$ cat config.mk
export PLATFORM = sky130hd
export DESIGN_NAME = sha256_stream_hasher_top
export DESIGN_NICKNAME = d
export VERILOG_FILES = /design/src/sv/sha256_pkg.sv /design/src/sv/sha256_ram.sv /design/src/sv/sha256_core.sv /design/src/sv/sha256_stream_hasher_top.sv
export SDC_FILE = /design/constraint.sdc
export NUM_CORES = 2
export LEC_CHECK = 0
export BUFFER_PORTS_ARGS = -buffer_cell sky130_fd_sc_hd__buf_2
export CAP_MARGIN = 20
export CORE_ASPECT_RATIO = 1.4
export CORE_MARGIN = 1
export CORE_UTILIZATION = 40
export CTS_BUF_LIST = sky130_fd_sc_hd__clkbuf_8
export CTS_CLUSTER_SIZE = 10
export DETAILED_ROUTE_END_ITERATION = 10
export PLACE_DENSITY_LB_ADDON = 0.08
export SYNTH_ARGS = -nofsm -noshare
export SYNTH_HDL_FRONTEND = slang
export SYNTH_SLANG_ARGS = --single-unit
$ cat constraint.sdc
create_clock -name clk -period 20 [get_ports clk]
set_clock_uncertainty 0.2 [all_clocks]
set_input_delay 3 -clock clk [delete_from_list [all_inputs] [get_ports clk]]
set_output_delay 3 -clock clk [all_outputs]
set_load 0.01 [all_outputs]
$ cat src/sv/sha256_pkg.sv
package sha256_pkg;

  localparam int WordW = 32;
  localparam int BlockWords = 16;
  localparam int Rounds = 64;

  typedef enum logic [2:0] {
    ST_IDLE,
    ST_LOAD,
    ST_ROUND,
    ST_ADD,
    ST_PAD,
    ST_EMIT
  } state_t;

  typedef struct packed {
    logic start;
    logic busy;
    logic done;
  } core_ctl_t;

  function automatic logic [31:0] round_k(input logic [5:0] t);
    logic [31:0] k;
    case (t)
      6'd0: k = 32'h428A2F98;  6'd1: k = 32'h71374491;
      6'd2: k = 32'hB5C0FBCF;  6'd3: k = 32'hE9B5DBA5;
      6'd4: k = 32'h3956C25B;  6'd5: k = 32'h59F111F1;
      6'd6: k = 32'h923F82A4;  6'd7: k = 32'hAB1C5ED5;
      6'd8: k = 32'hD807AA98;  6'd9: k = 32'h12835B01;
      6'd10: k = 32'h243185BE; 6'd11: k = 32'h550C7DC3;
      6'd12: k = 32'h72BE5D74; 6'd13: k = 32'h80DEB1FE;
      6'd14: k = 32'h9BDC06A7; 6'd15: k = 32'hC19BF174;
      6'd16: k = 32'hE49B69C1; 6'd17: k = 32'hEFBE4786;
      6'd18: k = 32'h0FC19DC6; 6'd19: k = 32'h240CA1CC;
      6'd20: k = 32'h2DE92C6F; 6'd21: k = 32'h4A7484AA;
      6'd22: k = 32'h5CB0A9DC; 6'd23: k = 32'h76F988DA;
      6'd24: k = 32'h983E5152; 6'd25: k = 32'hA831C66D;
      6'd26: k = 32'hB00327C8; 6'd27: k = 32'hBF597FC7;
      6'd28: k = 32'hC6E00BF3; 6'd29: k = 32'hD5A79147;
      6'd30: k = 32'h06CA6351; 6'd31: k = 32'h14292967;
      6'd32: k = 32'h27B70A85; 6'd33: k = 32'h2E1B2138;
      6'd34: k = 32'h4D2C6DFC; 6'd35: k = 32'h53380D13;
      6'd36: k = 32'h650A7354; 6'd37: k = 32'h766A0ABB;
      6'd38: k = 32'h81C2C92E; 6'd39: k = 32'h92722C85;
      6'd40: k = 32'hA2BFE8A1; 6'd41: k = 32'hA81A664B;
      6'd42: k = 32'hC24B8B70; 6'd43: k = 32'hC76C51A3;
      6'd44: k = 32'hD192E819; 6'd45: k = 32'hD6990624;
      6'd46: k = 32'hF40E3585; 6'd47: k = 32'h106AA070;
      6'd48: k = 32'h19A4C116; 6'd49: k = 32'h1E376C08;
      6'd50: k = 32'h2748774C; 6'd51: k = 32'h34B0BCB5;
      6'd52: k = 32'h391C0CB3; 6'd53: k = 32'h4ED8AA4A;
      6'd54: k = 32'h5B9CCA4F; 6'd55: k = 32'h682E6FF3;
      6'd56: k = 32'h748F82EE; 6'd57: k = 32'h78A5636F;
      6'd58: k = 32'h84C87814; 6'd59: k = 32'h8CC70208;
      6'd60: k = 32'h90BEFFFA; 6'd61: k = 32'hA4506CEB;
      6'd62: k = 32'hBEF9A3F7; 6'd63: k = 32'hC67178F2;
      default: k = 32'h0;
    endcase
    return k;
  endfunction

  function automatic logic [31:0] init_h(input logic [2:0] i);
    logic [31:0] h;
    case (i)
      3'd0: h = 32'h6A09E667; 3'd1: h = 32'hBB67AE85;
      3'd2: h = 32'h3C6EF372; 3'd3: h = 32'hA54FF53A;
      3'd4: h = 32'h510E527F; 3'd5: h = 32'h9B05688C;
      3'd6: h = 32'h1F83D9AB; 3'd7: h = 32'h5BE0CD19;
      default: h = 32'h0;
    endcase
    return h;
  endfunction

  function automatic logic [31:0] rotr(input logic [31:0] x, input int n);
    return (x >> n) | (x << (32 - n));
  endfunction

endpackage

$ cat src/sv/sha256_ram.sv
module sha256_ram #(
  parameter int Width = 32,
  parameter int Depth = 16
) (
  input  logic                     clk,
  input  logic                     we,
  input  logic [$clog2(Depth)-1:0] waddr,
  input  logic [Width-1:0]         wdata,
  input  logic [$clog2(Depth)-1:0] raddr,
  output logic [Width-1:0]         rdata
);
  logic [Width-1:0] mem [Depth];

  always_ff @(posedge clk) begin
    if (we) begin
      mem[waddr] <= wdata;
    end
    rdata <= mem[raddr];
  end
endmodule

$ cat src/sv/sha256_core.sv
// One compression: one round per cycle, schedule window rolled in place.
module sha256_core (
  input  logic                  clk,
  input  logic                  rst,
  input  sha256_pkg::core_ctl_t ctl_in,
  input  logic [31:0]           blk_word,
  output logic [3:0]            blk_addr,
  input  logic [255:0]          h_in,
  output logic [255:0]          h_out,
  output sha256_pkg::core_ctl_t ctl_out
);
  import sha256_pkg::*;

  logic [31:0] w [16];
  logic [31:0] v [8];
  logic [6:0]  t;
  logic        busy;
  logic        done;
  logic [31:0] wt, s0, s1, ch, maj, t1, t2, es1, as0;
  logic [5:0]  rnd;

  assign rnd = t[5:0];
  // the RAM address for the next round's block word is issued during the current round, as the RAM read is registered
  assign blk_addr = (busy && t < 7'd16) ? 4'(t + 7'd1) : 4'd0;

  always_comb begin
    s0 = rotr(w[1], 7) ^ rotr(w[1], 18) ^ (w[1] >> 3);
    s1 = rotr(w[14], 17) ^ rotr(w[14], 19) ^ (w[14] >> 10);
    wt = (t < 7'd16) ? blk_word : (s1 + w[9] + s0 + w[0]);
    es1 = rotr(v[4], 6) ^ rotr(v[4], 11) ^ rotr(v[4], 25);
    ch = (v[4] & v[5]) ^ (~v[4] & v[6]);
    t1 = v[7] + es1 + ch + round_k(rnd) + wt;
    as0 = rotr(v[0], 2) ^ rotr(v[0], 13) ^ rotr(v[0], 22);
    maj = (v[0] & v[1]) ^ (v[0] & v[2]) ^ (v[1] & v[2]);
    t2 = as0 + maj;
  end

  always_ff @(posedge clk) begin
    if (rst) begin
      busy <= 1'b0;
      done <= 1'b0;
      t <= '0;
    end else begin
      done <= 1'b0;
      if (ctl_in.start) begin
        busy <= 1'b1;
        t <= '0;
      end else if (busy) begin
        t <= t + 7'd1;
        if (t == 7'(Rounds - 1)) begin
          busy <= 1'b0;
          done <= 1'b1;
        end
      end
    end
  end

  always_ff @(posedge clk) begin
    if (ctl_in.start) begin
      for (int i = 0; i < 8; i++) v[i] <= h_in[255 - 32*i -: 32];
    end else if (busy) begin
      for (int i = 0; i < 15; i++) w[i] <= w[i+1];
      w[15] <= wt;
      v[7] <= v[6]; v[6] <= v[5]; v[5] <= v[4]; v[4] <= v[3] + t1;
      v[3] <= v[2]; v[2] <= v[1]; v[1] <= v[0]; v[0] <= t1 + t2;
    end
  end

  always_comb begin
    for (int i = 0; i < 8; i++) h_out[255 - 32*i -: 32] = h_in[255 - 32*i -: 32] + v[i];
  end

  assign ctl_out.start = 1'b0;
  assign ctl_out.busy = busy;
  assign ctl_out.done = done;

`ifndef SYNTHESIS
  a_done_pulse: assert property (@(posedge clk) disable iff (rst) done |=> !done)
    else $error("done held");
  a_done_after_busy: assert property (@(posedge clk) disable iff (rst) done |-> $past(busy))
    else $error("done without run");
  a_no_restart: assert property (@(posedge clk) disable iff (rst) busy |-> !ctl_in.start)
    else $error("start while busy");
`endif
endmodule

$ cat src/sv/sha256_stream_hasher_top.sv
// SHA-256 over a byte stream.
// Input channel (in_valid/in_stall): action 0 adds data_byte to the
// message; action 1 finishes the message. Output channel
// (out_valid/out_stall) carries the eight digest words, word_index 0..7,
// last_word on the eighth.
// Add items are taken one per cycle while a block gathers. The 64th byte
// of a block starts a compression (load, 64 rounds, add; one round per
// cycle in the shared round unit); in_stall stays high during it.
// A finish writes 16 pad words per padded block and runs one or two
// compressions, then emits the words one per cycle while out_stall is
// low; the input channel is stalled until the last word is taken.
// Bytes are kept as 32-bit words in a 16-entry RAM.
// A stall on the output holds the current word; nothing else advances.
// Reset (rst, synchronous) restores the initial hash values and clears the
// byte count and bit length. After each digest the block restarts the same
// way for a new message.
module sha256_stream_hasher_top (
  input  logic        clk,
  input  logic        rst,
  input  logic        in_valid,
  output logic        in_stall,
  input  logic        action,
  input  logic [7:0]  data_byte,
  output logic        out_valid,
  input  logic        out_stall,
  output logic [31:0] digest_word,
  output logic [2:0]  word_index,
  output logic        last_word
);
  import sha256_pkg::*;

  state_t state, state_next;
  logic [255:0] h, h_new;
  logic [5:0]   fill;
  logic [63:0]  mbits;
  logic [31:0]  acc;          // word being gathered
  logic         finishing;    // padding a finish
  logic         len_done;     // length block was compressed
  logic [4:0]   pad_idx;      // pad word counter
  logic [2:0]   emit_idx;
  logic         in_acc;
  core_ctl_t    cin, cout;

  logic         ram_we;
  logic [3:0]   ram_waddr, ram_raddr, core_addr;
  logic [31:0]  ram_wdata, ram_rdata;
  logic [31:0]  pad_word;
  logic         second_needed;

  assign in_acc = in_valid && !in_stall;
  assign second_needed = (fill > 6'd55);

  sha256_ram #(.Width(WordW), .Depth(BlockWords)) u_ram (
    .clk, .we(ram_we), .waddr(ram_waddr), .wdata(ram_wdata),
    .raddr(ram_raddr), .rdata(ram_rdata)
  );

  sha256_core u_core (
    .clk, .rst, .ctl_in(cin), .blk_word(ram_rdata), .blk_addr(core_addr),
    .h_in(h), .h_out(h_new), .ctl_out(cout)
  );

  // padded word: bytes before fill stay, 0x80 at fill, zeros after,
  // length in words 14 and 15 of the final block; kept bytes come from
  // the partial word or from the RAM word read for this pad index
  always_comb begin
    logic [31:0] wv;
    logic [31:0] src;
    logic [5:0]  bpos;
    wv = '0;
    src = (pad_idx[3:0] == fill[5:2]) ? acc : ram_rdata;
    for (int b = 0; b < 4; b++) begin
      bpos = {pad_idx[3:0], 2'(b)};
      if (pad_idx[4]) begin
        wv[31 - 8*b -: 8] = 8'h00;
      end else if (bpos < fill) begin
        wv[31 - 8*b -: 8] = src[31 - 8*b -: 8];
      end else if (bpos == fill) begin
        wv[31 - 8*b -: 8] = 8'h80;
      end
    end
    pad_word = wv;
    if (!second_needed || pad_idx[4]) begin
      if (pad_idx[3:0] == 4'd14) pad_word = mbits[63:32];
      if (pad_idx[3:0] == 4'd15) pad_word = mbits[31:0];
    end
  end

  // pad_idx[4] marks the second pad block (zeros plus the length words)
  always_comb begin
    state_next = state;
    case (state)
      ST_IDLE: begin
        if (in_acc && action) state_next = ST_PAD;
        else if (in_acc && fill == 6'd63) state_next = ST_LOAD;
      end
      ST_PAD:  if (pad_idx[3:0] == 4'd15) state_next = ST_LOAD;
      ST_LOAD: state_next = ST_ROUND;
      ST_ROUND: if (cout.done) state_next = ST_ADD;
      ST_ADD: begin
        if (!finishing) state_next = ST_IDLE;
        else if (len_done) state_next = ST_EMIT;
        else state_next = ST_PAD;
      end
      ST_EMIT: if (!out_stall && emit_idx == 3'd7) state_next = ST_IDLE;
      default: state_next = ST_IDLE;
    endcase
  end

  always_comb begin
    in_stall = (state != ST_IDLE);
    out_valid = (state == ST_EMIT);
    cin.start = (state == ST_LOAD);
    cin.busy = 1'b0;
    cin.done = 1'b0;
    ram_we = 1'b0;
    ram_waddr = fill[5:2];
    ram_wdata = {acc[31:8], data_byte};
    case (state)
      ST_IDLE: begin
        ram_we = in_acc && !action && fill[1:0] == 2'd3;
        case (fill[1:0])
          2'd0: ram_wdata = {data_byte, 24'h0};
          2'd1: ram_wdata = {acc[31:24], data_byte, 16'h0};
          2'd2: ram_wdata = {acc[31:16], data_byte, 8'h0};
          default: ram_wdata = {acc[31:8], data_byte};
        endcase
      end
      ST_PAD: begin
        ram_we = 1'b1;
        ram_waddr = pad_idx[3:0];
        ram_wdata = pad_word;
      end
      default: ram_we = 1'b0;
    endcase
    ram_raddr = (state == ST_LOAD) ? 4'd0 : core_addr;
    if (state == ST_PAD && !pad_idx[4]) begin
      // the first pad block keeps earlier words; read them to merge
      ram_raddr = 4'(pad_idx[3:0] + 4'd1);
    end
  end

  // acc holds the partial word being gathered; padding merges it with the
  // RAM words read one index ahead
  always_ff @(posedge clk) begin
    if (rst) begin
      state <= ST_IDLE;
      fill <= '0;
      mbits <= '0;
      finishing <= 1'b0;
      len_done <= 1'b0;
      pad_idx <= '0;
      emit_idx <= '0;
      for (int i = 0; i < 8; i++) h[255 - 32*i -: 32] <= init_h(3'(i));
    end else begin
      state <= state_next;
      case (state)
        ST_IDLE: begin
          if (in_acc && !action) begin
            fill <= fill + 6'd1;
            mbits <= mbits + 64'd8;
          end else if (in_acc && action) begin
            finishing <= 1'b1;
            len_done <= !second_needed;
            pad_idx <= '0;
          end
        end
        ST_PAD: pad_idx <= pad_idx + 5'd1;
        ST_ADD: begin
          h <= h_new;
          if (finishing && !len_done) begin
            len_done <= 1'b1;
            pad_idx <= 5'h10;
          end
          if (finishing && len_done) emit_idx <= '0;
        end
        ST_EMIT: begin
          if (!out_stall) begin
            emit_idx <= emit_idx + 3'd1;
            if (emit_idx == 3'd7) begin
              for (int i = 0; i < 8; i++) h[255 - 32*i -: 32] <= init_h(3'(i));
              fill <= '0;
              mbits <= '0;
              finishing <= 1'b0;
              len_done <= 1'b0;
            end
          end
        end
        default: ;
      endcase
    end
  end

  // gather bytes of the partial word
  always_ff @(posedge clk) begin
    if (state == ST_IDLE && in_acc && !action) begin
      acc <= ram_wdata;
    end
  end

  assign digest_word = h[255 - 32*emit_idx -: 32];
  assign word_index = emit_idx;
  assign last_word = (emit_idx == 3'd7);

`ifndef SYNTHESIS
  a_emit_hold: assert property (@(posedge clk) disable iff (rst)
    out_valid && out_stall |=> out_valid && $stable(emit_idx))
    else $error("digest word dropped");
  a_no_in_busy: assert property (@(posedge clk) disable iff (rst)
    cout.busy |-> in_stall)
    else $error("input taken while compressing");
  a_emit_no_run: assert property (@(posedge clk) disable iff (rst)
    out_valid |-> !cout.busy)
    else $error("emit during compression");
`endif
endmodule
; ---- Yosys cells after proc, flatten, opt, wreduce, memory -nomap -nowiden
; Memories as Yosys holds them, arrays and structs flattened. A register that Yosys moved wholly into a read port is not among the register bits.
; Index checks and enable logic that the tools add are counted.
[word_totals]
reg_bits = 380
ram_bits = 1280
mem_bits_ro = 2048
out_inout_bits = 38
wordCells = 228
n_memories = 4
[memory_table]
columns = memory, depth, word_bits, read_ports, rd_ports_with_merged_regs, wr, line_no
row1 = (no name shown), 64, 32, 1, 1, 0, sha256_pkg.sv:24  ; case (t)
row2 = u_core.w, 16, 32, 16, 0, 16, sha256_core.sv:14  ; logic [31:0] w [16];
row3 = u_ram.mem, 16, 32, 1, 1, 1, sha256_ram.sv:12  ; logic [Width-1:0] mem [Depth];
row4 = u_core.v, 8, 32, 8, 0, 8, sha256_core.sv:15  ; logic [31:0] v [8];
[classes]
n_addsub = 25
magnitude_cmp = 6
n_eq_ne = 29
shift = 1
mux = 80
bitwise = 36
reduce_logical = 35
[op_table]
columns = op, count
row1 = adder 32 bit, 18
row2 = 2-to-1 mux 256 bit, 2
row3 = one-hot mux 256 bit (2 select lines), 1
row4 = 2-to-1 mux 32 bit, 13
row5 = XOR 32 bit, 9
row6 = indexed part select 287 x 33 -> 32 bit, 1
row7 = 2-to-1 mux 64 bit, 3
row8 = bitwise AND 32 bit, 5
row9 = one-hot mux 64 bit (2 select lines), 1
row10 = 2-to-1 mux 8 bit, 12
row11 = one-hot mux 32 bit (3 select lines), 1
row12 = adder 64 x 4 -> 64 bit (second input constant), 1
row13 = one-hot mux 32 bit (2 select lines), 1
row14 = NOT 32 bit, 1
row15 = OR 10 x 32 -> 32 bit, 1
row16 = OR 13 x 32 -> 32 bit, 1
row17 = OR 14 x 32 -> 32 bit, 1
row18 = OR 15 x 32 -> 32 bit, 1
row19 = OR 19 x 32 -> 32 bit, 1
row20 = OR 21 x 32 -> 32 bit, 1
row21 = OR 25 x 32 -> 32 bit, 1
row22 = OR 26 x 32 -> 32 bit, 1
row23 = OR 30 x 32 -> 32 bit, 1
row24 = OR 7 x 32 -> 32 bit, 1
row25 = 50 further kinds, 133

; ---- Depth between registers and ports, before layout
; An unclocked memory read counts as a cell.
[logic_depth]
word_depth = 11
ltp_mapped = 43

; ---- Modules after synthesis
; From an unflattened synthesis, not the netlist that was laid out.
[hier_totals]
cells_unflattened = 8341
area_unflattened_um2 = 92907.9
[modules_own_cells]
columns = mod, n_inst, cells_each, area_per_inst_um2
row1 = sha256_core, 1, 5410, 55289.3
row2 = sha256_ram, 1, 838, 19835.3
row3 = sha256_stream_hasher_top, 1, 2093, 17783.3

; ---- Worst setup path after synthesis
; OpenSTA, ideal clock, no wires.
[synth_path]
path_kind = reg2reg
start = register state[1]
end = memory u_core.w[0][0] (enable)
setup_ns = 1.076
arrival_time_ns = 15.300
setup_slack_ns = 3.424
stages_incl_launch_ff = 8
n_path_buf = 4
path_cell_list = dfxtp_1 clkbuf_1 nor3b_1 nand2b_1 clkbuf_1 inv_1 clkbuf_1 clkbuf_1
[synth_lines]
columns = item, line_no
row1 = start: declaration, sha256_stream_hasher_top.sv:32  ; state_t state, state_next;
row2 = start signal: assignment, sha256_stream_hasher_top.sv:156  ; state <= state_next;
row3 = end: declaration, sha256_core.sv:14

==> flow_summary.yaml <==
global_route:
  grt_pass1_vias: 65760
  grt_usage_pct: 26.74
  grt-ovfl-total: 0
  grt_pass1_wl_um: 460800
  grt_max_degree: 209
  antenna_found_initial: 16
cells_and_area:
  finalNonFillerCells: 12018
  drive_above_1_share_pct: 8.890
  syn_to_final_growth_pct: 10.13
  fillCellCount: 21979
  final_cell_mix: "nand2_1, edfxtp_1, inv_1"
  fin_util_pct: 44.42
  final_nets: 9353
  final_common_cell: "nand2_1"
worst_setup_path:
  required_ns: 20.42
  crit_fanout: 5
  critPathKind: "reg2reg"
  startpoint_type: "register"
  crit_path_end_kind: "register"
  worstPathArrival_ns: 11.36
  cp_slowest_stage_delay_ns: 0.60
  slowest_stage: "a21oi_1"
clock_tree:
  cts_sinks: 1721
  htree_levels: 5
  clk_pin_slew_ns: 0.06
  cts_tree: "built"
  insertion_delay_ns: 1.00
  clock_path_buffers: 4
  cts.root.buffer_cell: "clkbuf_8"
  postCtsSetupRepairBufs: 0
  holdBufCountCts: 0
  cts-resized-gates: 0
  cts_made_buffers: 298
logic_synthesis:
  synth_cell_types: 88
  async_flop_share_pct: 0
  yosys_most_used_dff: "edfxtp_1"
  yosys_warnings: 0
  avgSynthCellArea_sq_um: 10.65
  syn-num-nets: 9325
  syn_inst: 8714
  synth-seq-cells: 1721
  synth-edff-count: 1312
  yosysSeqAreaShare_pct: 51.28
  syn-cell-area_sq_um: 92800
floorplanning:
  dieArea_sq_um: 234000
  rows: 208
  pin_count: 51
  die_w_um: 409.1
  die_h_um: 571.9
  initial_core_util_pct: 40.34
  fp.coreArea_sq_um: 230100
timing:
  fin_ws_ns: 9.060
  period_needed_ns: 10.94
  final_max_slew_viol_count: 0
  setup_viol: 0
  fmax_mhz: 91.41
  rsz0062_at_grt: "no"
  period_share_pct: 54.70
  max_slew.worst_pin.slew_ns: 1.285
  timing.setup.tns_ns: 0
  hold_violations: 0
  slew_headroom_pct: 13.25
min_path:
  holdCritPathClass: "reg2reg"
routing:
  wl_um: 319000
  avgRoutedWirePerCell_um: 26.54
  drtPass1Iterations: 6
  drc: 0
  vias_per_cell: 5.660
  drtIter0Drc: 6177
  ant_nets: 0
  vias: 68018
place:
  dp_slack_ns: 9.193
  io_buffers: 50
  placedCellCount: 11486
  dp_hpwl_um: 218700
  gp_congestion: 0.9494
job:
  maxCapViolCount: 0
outcome:
  status: "finished clean"
==> cell families (layout without fill, tap and decap cells) <==
kind of cell / count (synthesis) / in the layout / share of synthesized area (%)
compound gates: 2151 / 2151 / 14.81
buf+inv: 923 / 1174 / 3.759
fa+ha+maj: 603 / 603 / 9.694
other cells: 0 / 8 / 0
xor+xnor: 630 / 630 / 5.961
mux: 142 / 142 / 2.481
flops: 1721 / 1721 / 51.28
simple gates: 2544 / 2544 / 12.01
==> metrics by stage <==
step           instance area [sq um]  hold slack, ns
2_1_floorplan                  92800          0.2003
3_3_place_gp                   96520          0.2006
3_5_place_dp                   96520          0.2045
4_1_cts                       102200          0.1908
5_1_grt                       102200          0.2066
6_report                      102200          0.1922
==> area by class of cell <==
| type | instances | area (sq um) | share of cell area (%) |
|---|---|---|---|
| clock buffers | 345 | 4748 | 4.646 |
| diodes | 8 | 20.02 | 0.01959 |
| flip-flops and latches | 1721 | 47590 | 46.57 |
| inverters | 461 | 1740 | 1.703 |
| clock inverters | 178 | 903.4 | 0.8839 |
| multi-input cells | 6070 | 42020 | 41.12 |
| well taps | 3045 | 3810 | 3.728 |
| repair buffers | 190 | 1364 | 1.334 |
==> synthesized netlist by cell type, types with 40 or more instances <==
cell type  instances  area [sq um]
mux4_2            64          1441
nand4_1           42         262.8
o22ai_1           50         312.8
a311oi_1          74         648.1
nand3_1          148         740.7
o211ai_1          40         300.3
a21o_1           219          1644
nand2_1         1347          5056
a31oi_1          118         738.2
nor2_1           476          1787
edfxtp_1        1312         39400
a211oi_1         224          1682
ha_1             403          5042
fa_1             195          3904
mux2_2            64         720.7
o21ai_0          460          2302
o21bai_1          50         375.4
and2_1           143         894.6
xnor2_1          364          3188
nor2b_1           50         312.8
nor3_1           126         630.6
inv_1            460          1727
nand2b_1          63         394.1
or3_1             42         262.8
dfxtp_1          409          8188
clkbuf_1         420          1577
xor2_1           265          2321
o21a_1            59         442.9
a21oi_1          558          2793
a22oi_1           53         397.9
==> sequential cells by signal (all words and copies together) (netlist names), named ones only <==
| register | count |
|---|---|
| u_ram.mem | 512 |
| mbits | 61 |
| state | 3 |
| u_core.w | 512 |
| u_core.done | 1 |
| word_index | 3 |
| acc | 32 |
| u_core.busy | 1 |
| fill | 6 |
| u_core.t | 7 |
| pad_idx | 5 |
| finishing | 1 |
| u_ram.rdata | 32 |
| u_core.v | 256 |
| h | 256 |
| len_done | 1 |
==> critical path, delay by kind of cell, from the launching register on <==
family | cells | cell delay, ns
flip-flops | 1 | 0.47
AND/OR/NAND/NOR | 5 | 0.80
AO/OA/AOI/OAI | 21 | 4.69
adder cells (fa/ha/maj) | 7 | 2.97
XOR/XNOR | 5 | 1.33
buffers and inverters | 2 | 0.13
==> layer usage <==
metal / up-vias / global-route usage, % / routed length (um)
li1: 31441 / - / -
met1: 33930 / 36.61 / 140500
met2: 2170 / 43.58 / 150200
met3: 475 / 3.745 / 17950
met4: 2 / 8.674 / 10370
met5: - / 0 / 13
==> worst paths after layout <==
path                                                start                         to  slack [ns]  depth (start not counted)
worst max-delay path            u_core.w[3][85]$_DFFE_PP_  u_core.v[0][29]$_DFFE_PP_        9.06                         40
worst min-delay path            u_core.w[2][85]$_DFFE_PP_  u_core.w[2][53]$_DFFE_PP_        0.19                          0
worst max register to register  u_core.w[3][85]$_DFFE_PP_  u_core.v[0][29]$_DFFE_PP_        9.06                         40
worst min register to register  u_core.w[2][85]$_DFFE_PP_  u_core.w[2][53]$_DFFE_PP_        0.19                          0
Power is left out: the tool's default activity adds up to more than one toggle a clock period on the data nets, which glitch-free logic cannot reach.
